**src/design/lafl_pkg.sv**
```systemverilog
`timescale 1ns / 1ps
// -----------------------------------------------------------------------------
// lafl_pkg
// Shared widths, constants, segment tables and types for the light sensor
// to lux converter.
// -----------------------------------------------------------------------------
package lafl_pkg;

   // field widths
   localparam int ADC_W      = 12;
   localparam int LUX_W      = 27;
   localparam int OUT_CNT_W  = 4;

   // brightness ratio, unsigned Q0.16 plus one integer bit for 1.0
   localparam int RATIO_W      = 17;
   localparam int RATIO_FRAC_W = 16;

   // divider remainder / divisor width (ratio denominators and window counts)
   localparam int DEN_W = 12;

   localparam logic [ADC_W-1:0]   ADC_FULL  = 12'd4095;
   localparam logic [RATIO_W-1:0] RATIO_ONE = 17'd65536;
   localparam logic [LUX_W-1:0]   LUX_MAX   = 27'd102400000;
   localparam logic [LUX_W-1:0]   LUX_MIN   = 27'd1;

   // segment tables: threshold (Q0.16), base and slope in lux x100
   localparam int SEG_N   = 7;
   localparam int BASE_W  = 20;
   localparam int SLOPE_W = 28;
   localparam logic [RATIO_W-1:0] SEG_THR [SEG_N] = '{
      17'd0, 17'd6554, 17'd19661, 17'd32768, 17'd45875, 17'd55706, 17'd62259
   };
   localparam logic [BASE_W-1:0] SEG_BASE [SEG_N] = '{
      20'd0, 20'd30, 20'd1000, 20'd5000, 20'd50000, 20'd100000, 20'd1000000
   };
   localparam logic [SLOPE_W-1:0] SEG_SLOPE [SEG_N] = '{
      28'd300, 28'd4850, 28'd20000, 28'd225000, 28'd333333, 28'd9000000,
      28'd180000000
   };

   // segment arithmetic widths: the widest offset within a segment is 13107
   localparam int DIFF_W     = 14;
   localparam int PROD_W     = DIFF_W + SLOPE_W;
   localparam int NUM_W      = 40;
   // divide by 6400 = shift by 8, then multiply by a reciprocal of 25
   localparam int LUX_SHIFT  = 8;
   localparam int X_W        = NUM_W - LUX_SHIFT;
   localparam int RECIP_W    = 31;
   localparam logic [RECIP_W-1:0] RECIP_25 = 31'd1374389535;
   localparam int RECIP_SHIFT = 35;
   localparam int Y_W        = X_W + RECIP_W;
   localparam int Q_W        = Y_W - RECIP_SHIFT;

   // configuration port
   localparam int CSR_IDX_W  = 2;
   localparam int CSR_DATA_W = 12;
   localparam logic [CSR_IDX_W-1:0] CSR_CALIBRATED    = 2'd0;
   localparam logic [CSR_IDX_W-1:0] CSR_DARK_LEVEL    = 2'd1;
   localparam logic [CSR_IDX_W-1:0] CSR_BRIGHT_LEVEL  = 2'd2;
   localparam logic [CSR_IDX_W-1:0] CSR_FILTER_ENABLE = 2'd3;

   localparam int WINDOW_DEPTH_DEF = 8;

   // per-cell window control
   typedef struct packed {
      logic wr;    // store the new instant value in this cell
      logic sel;   // cell lies inside the current averaging count
   } cell_ctrl_type;

endpackage

```
**src/design/light_adc_to_filtered_lux.sv**
```systemverilog
`timescale 1ns / 1ps
// -----------------------------------------------------------------------------
// light_adc_to_filtered_lux
// Photoresistor sample to lux (1/1024 units) with optional moving average.
//
// req_* carries one 12-bit ADC sample per transaction; rsp_* returns the
// filtered lux, the instant lux and the number of entries averaged. csr_*
// writes calibrated, dark_level, bright_level and filter_enable (indices
// 0..3); writing 0 to filter_enable empties the window.
// One sample is processed at a time. With the filter off, an accepted sample
// runs through the segment pipeline, after the 16-step divider when the
// calibrated ratio needs it; samples of 0 and full scale skip both. The
// filter adds the window sum passing down the cell chain and then the
// one-bit-per-cycle average divider. The next sample can be taken in the
// same cycle that rsp_valid rises.
// The result sits in an output register, so the next sample is accepted
// while it waits; a stalled receiver holds the following result back, and
// with it the input.
// Reset (synchronous) empties the window, clears calibrated, dark_level and
// bright_level and sets filter_enable.
module light_adc_to_filtered_lux #(
   parameter int WINDOW_DEPTH = lafl_pkg::WINDOW_DEPTH_DEF
) (
   input  logic                              clock,
   input  logic                              reset,
   input  logic                              req_valid,
   output logic                              req_ready,
   input  logic [lafl_pkg::ADC_W-1:0]        req_adc_sample,
   output logic                              rsp_valid,
   input  logic                              rsp_ready,
   output logic [lafl_pkg::LUX_W-1:0]        rsp_lux_out,
   output logic [lafl_pkg::LUX_W-1:0]        rsp_instant_lux,
   output logic [lafl_pkg::OUT_CNT_W-1:0]    rsp_samples_averaged,
   input  logic                              csr_write_enable,
   input  logic [lafl_pkg::CSR_IDX_W-1:0]    csr_index,
   input  logic [lafl_pkg::CSR_DATA_W-1:0]   csr_write_data
);
   import lafl_pkg::*;

   localparam int SUM_W  = LUX_W + $clog2(WINDOW_DEPTH);
   localparam int STEP_W = $clog2(SUM_W+1);
   localparam int SLOT_W = (WINDOW_DEPTH > 1) ? $clog2(WINDOW_DEPTH) : 1;
   localparam int CNTI_W = $clog2(WINDOW_DEPTH+1);

   localparam logic [2:0] S_IDLE  = 3'd0;
   localparam logic [2:0] S_RATIO = 3'd1;
   localparam logic [2:0] S_MAPGO = 3'd2;
   localparam logic [2:0] S_MAP   = 3'd3;
   localparam logic [2:0] S_WIN   = 3'd4;
   localparam logic [2:0] S_SUM   = 3'd5;
   localparam logic [2:0] S_AVGGO = 3'd6;
   localparam logic [2:0] S_AVGW  = 3'd7;

   // config
   logic              cal_ff;
   logic [ADC_W-1:0]  dark_ff;
   logic [ADC_W-1:0]  bright_ff;
   logic              filt_ff;

   // control
   logic [2:0]        state_ff;
   logic              done_pend_ff;
   logic [SLOT_W-1:0] slot_ff;
   logic              full_ff;
   logic [CNTI_W-1:0] count_ff;
   logic [CNTI_W-1:0] tmr_ff;

   // payload
   logic [RATIO_W-1:0] r_ff;
   logic [LUX_W-1:0]   inst_ff;
   logic [LUX_W-1:0]   avg_ff;

   logic               rsp_valid_ff;
   logic [LUX_W-1:0]   rsp_lux_ff;
   logic [LUX_W-1:0]   rsp_inst_ff;
   logic [OUT_CNT_W-1:0] rsp_cnt_ff;

   logic               req_accept;
   logic               out_free;

   // ratio set-up
   logic               cal_ok;
   logic [ADC_W-1:0]   cal_den;
   logic [ADC_W-1:0]   cal_num;
   logic [ADC_W-1:0]   uncal_num;
   logic [RATIO_W-1:0] uncal_x16;
   logic [RATIO_W-1:0] uncal_fix;
   logic [RATIO_W-1:0] uncal_ratio;
   logic               need_div;
   logic [DEN_W-1:0]   ratio_rem;
   logic [DEN_W-1:0]   ratio_den;

   // divider
   logic               div_start;
   logic [DEN_W-1:0]   div_rem_init;
   logic [SUM_W-1:0]   div_dvd;
   logic [DEN_W-1:0]   div_den;
   logic [STEP_W-1:0]  div_steps;
   logic               div_busy;
   logic               div_done;
   logic [SUM_W-1:0]   div_quot;

   // segment map
   logic               map_done;
   logic [LUX_W-1:0]   map_lux;

   // window
   logic [SLOT_W-1:0]  slot_in;
   logic               wrap;
   logic               full_in;
   logic [CNTI_W-1:0]  count_in;
   logic [CNTI_W+OUT_CNT_W-1:0] count_wide;
   cell_ctrl_type      cell_ctrl [WINDOW_DEPTH];
   logic [SUM_W-1:0]   chain_in  [WINDOW_DEPTH];
   logic [SUM_W-1:0]   cell_sum  [WINDOW_DEPTH];

   assign req_ready  = (state_ff == S_IDLE) && !done_pend_ff;
   assign req_accept = req_valid && req_ready;
   assign out_free   = !rsp_valid_ff || rsp_ready;

   always_comb begin
      cal_ok      = cal_ff && (dark_ff > bright_ff);
      cal_den     = dark_ff - bright_ff;
      cal_num     = dark_ff - req_adc_sample;
      // 65536 / 4095 = 16 + 16 / 4095; the fraction is a divide by 2^12 - 1
      uncal_num   = ADC_FULL - req_adc_sample;
      uncal_x16   = RATIO_W'(uncal_num) << (RATIO_FRAC_W - ADC_W);
      uncal_fix   = uncal_x16 + (uncal_x16 >> ADC_W) + RATIO_W'(1);
      uncal_ratio = uncal_x16 + (uncal_fix >> ADC_W);
      ratio_rem   = cal_num;
      ratio_den   = cal_den;
      need_div    = cal_ok && (req_adc_sample < dark_ff) && (cal_num < cal_den);
      if ((req_adc_sample == '0) || (req_adc_sample == ADC_FULL)) begin
         need_div = 1'b0;
      end
   end

   always_comb begin
      div_start    = (req_accept && need_div) || (state_ff == S_AVGGO);
      div_rem_init = ratio_rem;
      div_dvd      = '0;
      div_den      = ratio_den;
      div_steps    = STEP_W'(RATIO_FRAC_W);
      if (state_ff == S_AVGGO) begin
         div_rem_init = '0;
         div_dvd      = cell_sum[WINDOW_DEPTH-1];
         div_den      = DEN_W'(count_ff);
         div_steps    = STEP_W'(SUM_W);
      end
   end

   lafl_div #(
      .DVD_W (SUM_W)
   ) u_div (
      .clock    (clock),
      .reset    (reset),
      .start    (div_start),
      .rem_init (div_rem_init),
      .dvd      (div_dvd),
      .den      (div_den),
      .steps    (div_steps),
      .busy     (div_busy),
      .done     (div_done),
      .quot     (div_quot)
   );

   lafl_lux_map u_map (
      .clock (clock),
      .reset (reset),
      .start (state_ff == S_MAPGO),
      .ratio (r_ff),
      .done  (map_done),
      .lux   (map_lux)
   );

   // window slot bookkeeping
   always_comb begin
      wrap     = (slot_ff == SLOT_W'(WINDOW_DEPTH-1));
      slot_in  = wrap ? '0 : slot_ff + SLOT_W'(1);
      full_in  = full_ff || wrap;
      count_in = full_in ? CNTI_W'(WINDOW_DEPTH) : CNTI_W'(slot_in);
      count_wide = {{OUT_CNT_W{1'b0}}, count_ff};
   end

   genvar g;
   generate
      for (g = 0; g < WINDOW_DEPTH; g++) begin : g_cell
         if (g == 0) begin : g_head
            assign chain_in[g] = '0;
         end else begin : g_link
            assign chain_in[g] = cell_sum[g-1];
         end
         assign cell_ctrl[g].wr  = (state_ff == S_WIN) && filt_ff &&
                                   (slot_ff == SLOT_W'(g));
         assign cell_ctrl[g].sel = (count_ff > CNTI_W'(g));
         lafl_cell #(
            .SUM_W (SUM_W)
         ) u_cell (
            .clock   (clock),
            .ctrl    (cell_ctrl[g]),
            .wr_data (inst_ff),
            .sum_in  (chain_in[g]),
            .sum_out (cell_sum[g])
         );
      end
   endgenerate

   // sequencer
   always_ff @(posedge clock) begin
      if (reset) begin
         state_ff     <= S_IDLE;
         done_pend_ff <= 1'b0;
         slot_ff      <= '0;
         full_ff      <= 1'b0;
         cal_ff       <= 1'b0;
         dark_ff      <= '0;
         bright_ff    <= '0;
         filt_ff      <= 1'b1;
         rsp_valid_ff <= 1'b0;
      end else begin
         if (rsp_valid_ff && rsp_ready) begin
            rsp_valid_ff <= 1'b0;
         end
         // finished result moves into the output register once it is free
         if (done_pend_ff && out_free) begin
            done_pend_ff <= 1'b0;
            rsp_valid_ff <= 1'b1;
         end
         unique case (state_ff)
            S_IDLE: begin
               if (req_accept) begin
                  if (req_adc_sample == '0) begin
                     state_ff <= S_WIN;
                  end else if (req_adc_sample == ADC_FULL) begin
                     state_ff <= S_WIN;
                  end else if (need_div) begin
                     state_ff <= S_RATIO;
                  end else begin
                     state_ff <= S_MAPGO;
                  end
               end
            end
            S_RATIO: begin
               if (div_done) begin
                  state_ff <= S_MAPGO;
               end
            end
            S_MAPGO: state_ff <= S_MAP;
            S_MAP: begin
               if (map_done) begin
                  state_ff <= S_WIN;
               end
            end
            S_WIN: begin
               if (filt_ff) begin
                  slot_ff  <= slot_in;
                  full_ff  <= full_in;
                  state_ff <= S_SUM;
               end else begin
                  done_pend_ff <= 1'b1;
                  state_ff     <= S_IDLE;
               end
            end
            S_SUM: begin
               if (tmr_ff == '0) begin
                  state_ff <= S_AVGGO;
               end
            end
            S_AVGGO: state_ff <= S_AVGW;
            S_AVGW: begin
               if (div_done) begin
                  done_pend_ff <= 1'b1;
                  state_ff     <= S_IDLE;
               end
            end
            default: state_ff <= S_IDLE;
         endcase
         if (csr_write_enable) begin
            unique case (csr_index)
               CSR_CALIBRATED:   cal_ff    <= csr_write_data[0];
               CSR_DARK_LEVEL:   dark_ff   <= csr_write_data[ADC_W-1:0];
               CSR_BRIGHT_LEVEL: bright_ff <= csr_write_data[ADC_W-1:0];
               CSR_FILTER_ENABLE: begin
                  filt_ff <= csr_write_data[0];
                  if (!csr_write_data[0]) begin
                     slot_ff <= '0;
                     full_ff <= 1'b0;
                  end
               end
               default: ;
            endcase
         end
      end
   end

   // datapath registers
   always_ff @(posedge clock) begin
      if (req_accept) begin
         if (req_adc_sample == '0) begin
            inst_ff <= LUX_MAX;
         end else if (req_adc_sample == ADC_FULL) begin
            inst_ff <= LUX_MIN;
         end
         if (!cal_ok) begin
            r_ff <= uncal_ratio;
         end else if (req_adc_sample >= dark_ff) begin
            r_ff <= '0;
         end else begin
            r_ff <= RATIO_ONE;
         end
      end
      if ((state_ff == S_RATIO) && div_done) begin
         r_ff <= RATIO_W'(div_quot[RATIO_FRAC_W-1:0]);
      end
      if ((state_ff == S_MAP) && map_done) begin
         inst_ff <= map_lux;
      end
      if (state_ff == S_WIN) begin
         count_ff <= count_in;
         tmr_ff   <= CNTI_W'(WINDOW_DEPTH-1);
      end else if (state_ff == S_SUM) begin
         tmr_ff <= tmr_ff - CNTI_W'(1);
      end
      if ((state_ff == S_AVGW) && div_done) begin
         avg_ff <= div_quot[LUX_W-1:0];
      end
      if (done_pend_ff && out_free) begin
         rsp_inst_ff <= inst_ff;
         if (filt_ff) begin
            rsp_lux_ff <= avg_ff;
            rsp_cnt_ff <= count_wide[OUT_CNT_W-1:0];
         end else begin
            rsp_lux_ff <= inst_ff;
            rsp_cnt_ff <= OUT_CNT_W'(1);
         end
      end
   end

   assign rsp_valid            = rsp_valid_ff;
   assign rsp_lux_out          = rsp_lux_ff;
   assign rsp_instant_lux      = rsp_inst_ff;
   assign rsp_samples_averaged = rsp_cnt_ff;

`ifndef NO_ASSERTIONS
   // a new sample never arrives while the divider is still working
   a_ready_div_idle: assert property (@(posedge clock) disable iff (reset)
      req_ready |-> !div_busy)
      else $error("sample accepted while divider busy");

   // divider results only land in the two states that wait for them
   a_div_done_state: assert property (@(posedge clock) disable iff (reset)
      div_done |-> ((state_ff == S_RATIO) || (state_ff == S_AVGW)))
      else $error("divider finished outside a waiting state");

   // segment pipeline result only returns while the sequencer waits for it
   a_map_done_state: assert property (@(posedge clock) disable iff (reset)
      map_done |-> (state_ff == S_MAP))
      else $error("segment result outside map wait");

   // averaging count is never zero and never beyond the window
   a_count_range: assert property (@(posedge clock) disable iff (reset)
      (state_ff == S_AVGGO) |->
         ((count_ff != '0) && (count_ff <= CNTI_W'(WINDOW_DEPTH))))
      else $error("window count out of range");
`endif

endmodule

```
**src/design/lafl_div.sv**
```systemverilog
`timescale 1ns / 1ps
// -----------------------------------------------------------------------------
// lafl_div
// Restoring divider, one quotient bit per cycle, with a preloadable partial
// remainder and a programmable number of steps.
// -----------------------------------------------------------------------------
module lafl_div #(
   parameter int DVD_W = 30
) (
   input  logic                                clock,
   input  logic                                reset,
   input  logic                                start,
   input  logic [lafl_pkg::DEN_W-1:0]          rem_init,
   input  logic [DVD_W-1:0]                    dvd,
   input  logic [lafl_pkg::DEN_W-1:0]          den,
   input  logic [$clog2(DVD_W+1)-1:0]          steps,
   output logic                                busy,
   output logic                                done,
   output logic [DVD_W-1:0]                    quot
);
   import lafl_pkg::*;

   localparam int STEP_W = $clog2(DVD_W+1);

   logic              busy_ff;
   logic              done_ff;
   logic [STEP_W-1:0] cnt_ff;
   logic [DEN_W-1:0]  rem_ff;
   logic [DEN_W-1:0]  rem_in;
   logic [DEN_W-1:0]  den_ff;
   logic [DVD_W-1:0]  dq_ff;
   logic [DEN_W:0]    trial;
   logic              qbit;

   // remainder stays below the divisor, so the trial fits one extra bit
   always_comb begin
      trial = {rem_ff, dq_ff[DVD_W-1]};
      qbit  = (trial >= {1'b0, den_ff});
      if (qbit) begin
         rem_in = DEN_W'(trial - {1'b0, den_ff});
      end else begin
         rem_in = trial[DEN_W-1:0];
      end
   end

   always_ff @(posedge clock) begin
      if (reset) begin
         busy_ff <= 1'b0;
         done_ff <= 1'b0;
      end else begin
         done_ff <= 1'b0;
         if (start) begin
            busy_ff <= 1'b1;
         end else if (busy_ff && (cnt_ff == STEP_W'(1))) begin
            busy_ff <= 1'b0;
            done_ff <= 1'b1;
         end
      end
   end

   always_ff @(posedge clock) begin
      if (start) begin
         rem_ff <= rem_init;
         den_ff <= den;
         dq_ff  <= dvd;
         cnt_ff <= steps;
      end else if (busy_ff) begin
         rem_ff <= rem_in;
         dq_ff  <= {dq_ff[DVD_W-2:0], qbit};
         cnt_ff <= cnt_ff - STEP_W'(1);
      end
   end

   assign busy = busy_ff;
   assign done = done_ff;
   assign quot = dq_ff;

endmodule

```
**src/design/lafl_lux_map.sv**
```systemverilog
`timescale 1ns / 1ps
// -----------------------------------------------------------------------------
// lafl_lux_map
// Five-stage pipeline mapping a Q0.16 brightness ratio through the seven
// linear segments to lux in 1/1024 units, clamped.
// -----------------------------------------------------------------------------
module lafl_lux_map (
   input  logic                          clock,
   input  logic                          reset,
   input  logic                          start,
   input  logic [lafl_pkg::RATIO_W-1:0]  ratio,
   output logic                          done,
   output logic [lafl_pkg::LUX_W-1:0]    lux
);
   import lafl_pkg::*;

   logic [4:0]         vld_ff;
   logic [DIFF_W-1:0]  diff_ff;
   logic [BASE_W-1:0]  base_ff;
   logic [BASE_W-1:0]  base2_ff;
   logic [SLOPE_W-1:0] slope_ff;
   logic [PROD_W-1:0]  prod_ff;
   logic [X_W-1:0]     x_ff;
   logic [Y_W-1:0]     y_ff;
   logic [LUX_W-1:0]   lux_ff;

   logic [RATIO_W-1:0] thr_sel;
   logic [BASE_W-1:0]  base_sel;
   logic [SLOPE_W-1:0] slope_sel;
   logic [NUM_W-1:0]   num;
   logic [Q_W-1:0]     q;

   // last segment whose threshold is not above the ratio
   always_comb begin
      thr_sel   = SEG_THR[0];
      base_sel  = SEG_BASE[0];
      slope_sel = SEG_SLOPE[0];
      for (int i = 1; i < SEG_N; i++) begin
         if (ratio >= SEG_THR[i]) begin
            thr_sel   = SEG_THR[i];
            base_sel  = SEG_BASE[i];
            slope_sel = SEG_SLOPE[i];
         end
      end
   end

   assign num = NUM_W'({base2_ff, 16'd0}) + NUM_W'(prod_ff);
   assign q   = y_ff[Y_W-1:RECIP_SHIFT];

   always_ff @(posedge clock) begin
      if (reset) begin
         vld_ff <= '0;
      end else begin
         vld_ff <= {vld_ff[3:0], start};
      end
   end

   always_ff @(posedge clock) begin
      diff_ff  <= DIFF_W'(ratio - thr_sel);
      base_ff  <= base_sel;
      slope_ff <= slope_sel;
      prod_ff  <= PROD_W'(diff_ff * slope_ff);
      base2_ff <= base_ff;
      x_ff     <= num[NUM_W-1:LUX_SHIFT];
      y_ff     <= Y_W'(x_ff * RECIP_25);
      if (q == '0) begin
         lux_ff <= LUX_MIN;
      end else if (q > Q_W'(LUX_MAX)) begin
         lux_ff <= LUX_MAX;
      end else begin
         lux_ff <= q[LUX_W-1:0];
      end
   end

   assign done = vld_ff[4];
   assign lux  = lux_ff;

endmodule

```
**src/design/lafl_cell.sv**
```systemverilog
`timescale 1ns / 1ps
// -----------------------------------------------------------------------------
// lafl_cell
// One window entry with a registered partial sum; cells chain to form the
// moving-average accumulator.
// -----------------------------------------------------------------------------
module lafl_cell #(
   parameter int SUM_W = 30
) (
   input  logic                          clock,
   input  lafl_pkg::cell_ctrl_type       ctrl,
   input  logic [lafl_pkg::LUX_W-1:0]    wr_data,
   input  logic [SUM_W-1:0]              sum_in,
   output logic [SUM_W-1:0]              sum_out
);
   import lafl_pkg::*;

   logic [LUX_W-1:0] entry_ff;
   logic [SUM_W-1:0] sum_ff;
   logic [SUM_W-1:0] sum_in_term;

   assign sum_in_term = ctrl.sel ? SUM_W'(entry_ff) : '0;

   always_ff @(posedge clock) begin
      if (ctrl.wr) begin
         entry_ff <= wr_data;
      end
      sum_ff <= sum_in + sum_in_term;
   end

   assign sum_out = sum_ff;

endmodule
```
**config.mk**
```make
export PLATFORM = sky130hd
export DESIGN_NAME = light_adc_to_filtered_lux
export DESIGN_NICKNAME = d
export VERILOG_FILES = /design/src/design/lafl_pkg.sv /design/src/design/light_adc_to_filtered_lux.sv /design/src/design/lafl_div.sv /design/src/design/lafl_lux_map.sv /design/src/design/lafl_cell.sv
export SDC_FILE = /design/constraint.sdc
export NUM_CORES = 2
export LEC_CHECK = 0
export BUFFER_PORTS_ARGS = -buffer_cell sky130_fd_sc_hd__buf_2
export CORE_ASPECT_RATIO = 0.7
export CORE_MARGIN = 2
export CORE_UTILIZATION = 42
export CTS_CLUSTER_DIAMETER = 40
export DETAILED_ROUTE_END_ITERATION = 8
export PLACE_DENSITY = 0.54
export SYNTH_ARGS = -nofsm -noshare
export SYNTH_HDL_FRONTEND = slang
export SYNTH_HIERARCHICAL = 1
export SYNTH_SLANG_ARGS = --single-unit
```
**constraint.sdc**
```tcl
create_clock -name clock -period 10.3 [get_ports clock]
set_input_delay 1.03 -clock clock [delete_from_list [all_inputs] [get_ports clock]]
set_output_delay 1.03 -clock clock [all_outputs]
set_load 0.01 [all_outputs]
```
After elaboration in Yosys (flattened, before gate mapping)
Index checks and enable logic that the tools add are counted.
Operators by class
  add/sub/neg operators: 19
  multipliers: 2
  order comparisons: 20
  equal/unequal tests: 24
  mux-type cells: 76
  reduce and logical (&&, ||, !) cells: 50
Operator list (count)
  27-bit 2-to-1 mux: 13
  30-bit adder: 7
  30-bit 2-to-1 mux: 3
  17-bit by 16-bit >= comparator with 1-bit output, second input constant: 4
  16-bit 2-to-1 mux: 4
  32-bit by 31-bit multiplier with 63-bit output, second input constant: 1
  14-bit 2-to-1 mux: 4
  13-bit 2-to-1 mux: 4
  12-bit 2-to-1 mux: 4
  3-bit 2-to-1 mux: 14
  36-bit by 40-bit adder with 40-bit output: 1
  14-bit by 28-bit multiplier with 40-bit output: 1
  18-bit 2-to-1 mux: 2
  12-bit subtractor: 3
  17-bit 2-to-1 mux: 2
  28-bit by 27-bit greater-than comparator with 1-bit output, second input constant: 1
  28-bit logical NOT: 1
  3-bit == test, second input constant: 8
  12-bit less-than comparator: 2
  3-bit one-hot mux with 8 select lines: 1
  1-bit logical AND: 21
  19-bit 2-to-1 mux: 1
  16-bit by 4-bit adder with 17-bit output: 1
  16-bit by 5-bit adder with 17-bit output: 1
  other kinds (42): 87
Word-level totals
  register bits after elaboration: 938
  bits of input ports: 31
  output and inout bits: 60
  logic and storage cells: 250

Longest topological paths before layout
  word-level depth: 10
  gate-level depth with buffers: 25
  depth with buffers taken out: 25

By module
The synthesis kept the hierarchy.
By module, submodules not included
  lafl_lux_map: times used 1, cells each 3352, area an instance 32982.9 um2, sequential area each 3563.4 um2
  lafl_cell at g_cell[0].u_cell ...: times used 7, cells each 315, area an instance 3173.0 um2, sequential area each 1411.4 um2
  light_adc_to_filtered_lux: times used 1, cells each 774, area an instance 8735.9 um2, sequential area each 4764.6 um2
  lafl_cell at g_cell[2].u_cell: times used 1, cells each 336, area an instance 3300.7 um2, sequential area each 1411.4 um2
  lafl_div: times used 1, cells each 240, area an instance 3219.3 um2, sequential area each 1811.7 um2

Least setup slack after synthesis
Ideal clock, no wire load.
  kind: reg-to-reg
  start: reg u_map.x_ff[4]
  end: reg u_map.y_ff[62]
  setup time: 62 ps
  arrival: 6470 ps
  data required time: 10238 ps
  setup slack: 3768 ps
  stages on the path, launching flop included: 26
  clock period less this slack: 6532 ps
  cell sequence: dfxtp_1 -> inv_1 -> fa_1 -> inv_1 -> ha_1 -> fa_1 -> inv_1 -> fa_1 -> inv_1 -> fa_1 -> fa_1 -> fa_1 -> inv_1 -> fa_1 -> inv_1 -> ha_1 -> a21oi_1 -> nand2b_1 -> nor3_1 -> o22ai_1 -> a211o_1 -> a21oi_1 -> a31o_2 -> o21ai_1 -> or4_1 -> nand3_1
On the way
  cells in the longest elaborated chain, start to end: 1
Ends and longest elaborated chain
  from (decl): line lafl_lux_map.sv:23  | logic [X_W-1:0] x_ff;
  from (signal assigned): line lafl_lux_map.sv:64  | x_ff <= num[NUM_W-1:LUX_SHIFT];
  32-bit by 31-bit multiplier with 63-bit output: line lafl_lux_map.sv:65  | y_ff <= Y_W'(x_ff * RECIP_25);
  to (signal assigned): line lafl_lux_map.sv:65
  to (decl): line lafl_lux_map.sv:24  | logic [Y_W-1:0] y_ff;
No other way between the ends.
A chain may end at the register's enable or synchronous reset.

Worst setup path in the final report
  start: reg u_map.x_ff[14]
  end: reg u_map.y_ff[61]
Same word-level chain as after synthesis.

==> impl_metrics.toml <==
[status]
status = "finished, final reports clean"

[place]
gp_congestion = 0.958
dp_hpwl_um = 163000
port_buffers = 90

[floorplanning]
row_count = 125
die_h_um = 347
die_area_mm2 = 0.171
die_w_um = 494
core-area_mm2 = 0.166
start_util = 0.424
io_pins = 91

[route]
drt-total-wl_um = 202000
vias = 49600
ant_nets = 0
dr_wl_met3_um = 17500
top_layer = "met4"
drt_first_pass_iters = 7
vias_per_cell = 5.29
drtIter0Drc = 4105
wl_met2_um = 78600
routedWlPerCell_um = 21.5
drc = 0
wl_met1_um = 101000

[clocking]
cts-resized-gates = 0
clock-root-buffer = "clkbuf_16"
clockBufferDepth = 3
insertion_delay_ns = 0.78
cts_tree = "built"
cts.htree.levels = 4
path_clk_slew_ns = 0.06
clkSinkCount = 867
post_cts_buffers = 0
hold_buffers = 0
cts_buffers = 132

[grt]
grt_pass1_wl_um = 308000
antenna_found_initial = 9
grt_overflow = 0
grt_usage = 0.237
grt_max_degree = 53
grt_pass1_vias = 49800

[yosys]
syn-cell-area_mm2 = 0.0705
yosysWarnings = 6
synth_cells = 6907
ys_seq_area_frac = 0.304
synth_edf_count = 407
synth-async-reset-ratio = 0
avgSynthCellArea_um2 = 10.2
synth_ff_type = "dfxtp_1"
synth-seq-cells = 867
synth_cell_types = 108

[setup_path]
crit_type = "reg -> reg"
cp-start-kind = "flop"
cp-startpoint = "u_map/x_ff[14]"
reg2regPathDepth = 21
end_kind = "flop"
reg2reg_to = "u_map/y_ff[61]"
worstSetupPathDepth = 21
crit_end = "u_map/y_ff[61]"
critPathTopFamily = "adder cells"
critPathBufInv = 2
crit_arrival_ns = 8.30
path_max_fanout = 10
cp_common_cell = "fa_1"
required_ns = 10.93
cpMaxStageDelayCell = "dfxtp_1"
r2r_slack_ns = 2.64
cp_cell_sequence = "ha_1 > inv_1 > fa_1 > inv_1 > fa_1 > fa_1 > fa_1 > fa_1 > fa_1 > fa_1 > ha_1 > nand3_1 > nor3_1 > o22ai_1 > o22ai_1 > a211o_1 > a21oi_1 > a31o_2 > o21ai_1 > a21oi_1 > xnor2_1"
reg2reg_from = "u_map/x_ff[14]"
slowest_delay_ns = 0.86

[job]
drv_cap = 0

[timing]
tightest_slew_ns = 1.17
fin_crit_sh = 0.744
period_needed_ns = 7.66
fin_skew_ns = 0.0426
finalMaxSlewViolations = 0
fmax_ghz = 0.130
tns_ns = 0
rsz0062_at_grt = "false"
setup_viol = 0
finalHoldViolCount = 0
relSlewSlack = 0.215

[cells_and_area]
fin_util = 0.470
layout_commonest_cell = "inv_1"
layout_common_cells = "inv_1 (1083), ha_1 (818), fa_1 (669)"
syn_to_final_growth_pct = 10.9
drive_gt1_frac = 0.0741
finalNetCount = 8560

[min_path]
min_path_cells = 0
worst_hold_path_type = "reg -> reg"
[cells in the mapped netlist, types with 64 or more instances]
cell | n | share of area
nor3_1 | 77 | 0.0055
ha_1 | 818 | 0.15
nor2_1 | 231 | 0.012
xor2_1 | 138 | 0.017
a21oi_1 | 330 | 0.023
and3_1 | 64 | 0.0057
dfxtp_1 | 460 | 0.13
edfxtp_1 | 407 | 0.17
o21bai_1 | 67 | 0.0071
a21o_1 | 104 | 0.011
fa_1 | 669 | 0.19
clkbuf_1 | 116 | 0.0062
and2_1 | 414 | 0.037
inv_1 | 1083 | 0.058
nand4_1 | 86 | 0.0076
o21ai_0 | 99 | 0.0070
nand3_1 | 123 | 0.0087
xnor2_1 | 202 | 0.025
nand2_1 | 508 | 0.027
o21ai_1 | 106 | 0.0075
[cell families after synthesis]
group / Yosys count / share of synthesized area
and+or+nand+nor: 1729 / 0.126
DFF: 867 / 0.304
buffers and inverters: 1254 / 0.0692
AOI/OAI and AO/OA: 1137 / 0.109
xor gates and xnor gates: 340 / 0.0423
other: 2 / 0.000107
muxes: 91 / 0.0142
adders and majority gates: 1487 / 0.335
[registers in the layout, summed over array words and instances (netlist names), 12 cells and up]
name	count
u_div/den_ff	12
u_map/prod_ff	32
u_map/lux	27
u_div/rem_ff	12
u_map/diff_ff	14
u_map/y_ff	28
dark_ff	12
u_map/base2_ff	14
g_cell.u_cell/sum_out	240
g_cell.u_cell/entry_ff	216
rsp_lux_out	27
avg_ff	27
inst_ff	27
u_div/quot	30
u_map/slope_ff	15
bright_ff	12
r_ff	17
rsp_instant_lux	27
u_map/x_ff	32
[worst register-to-register path: stages (launching register included)]
cell,delay (ns)
dfxtp_1,0.86
ha_1,0.49
inv_1,0.11
fa_1,0.51
inv_1,0.06
fa_1,0.53
fa_1,0.60
fa_1,0.43
fa_1,0.41
fa_1,0.53
fa_1,0.42
ha_1,0.45
nand3_1,0.14
nor3_1,0.36
o22ai_1,0.13
o22ai_1,0.22
a211o_1,0.31
a21oi_1,0.13
a31o_2,0.23
o21ai_1,0.31
a21oi_1,0.14
xnor2_1,0.15
[worst min path at each step]
| stage | slack, ns | to | from |
|---|---|---|---|
| floorplan | 0.31 | u_map/base2_ff[10] | u_map/base_ff[10] |
| global placement | 0.31 | u_map/base2_ff[3] | u_map/base_ff[3] |
| detailed placement | 0.31 | u_map/x_ff[2] | u_map/prod_ff[10] |
| CTS | 0.33 | u_map/x_ff[2] | u_map/prod_ff[10] |
| global route | 0.33 | u_map/base2_ff[3] | u_map/base_ff[3] |
| finish | 0.33 | u_map/base2_ff[3] | u_map/base_ff[3] |
[final cells by class]
class / instances / area, um2
well taps: 2222 / 2780
diodes: 3 / 7.51
multi-input cells: 4823 / 44300
inverters: 1084 / 4070
clock buffers: 152 / 3470
flip-flops and latches: 867 / 21400
fillers: 15600 / 88100
clock inverters: 92 / 1280
repair buffers: 134 / 781
[through the flow]
step | setup slack [ns] | area [um2] | cells | hold slack (ns)
finish | 2.64 | 78100 | 9377 | 0.326
floorplan | 3.77 | 70600 | 6944 | 0.310
global route | 2.33 | 78100 | 9374 | 0.332
detailed placement | 2.70 | 73400 | 9130 | 0.312
CTS | 2.70 | 78100 | 9374 | 0.326
global placement | 2.76 | 73400 | 9130 | 0.312
[routing by layer]
metal,vias up,GRT usage
met3,216,0.0651
met1,24400,0.371
met4,0,0.0510
li1,23600,-
met5,-,0
met2,1471,0.319
Power is left out: the tool's default activity adds up to more than one toggle a clock period on the data nets, which glitch-free logic cannot reach.
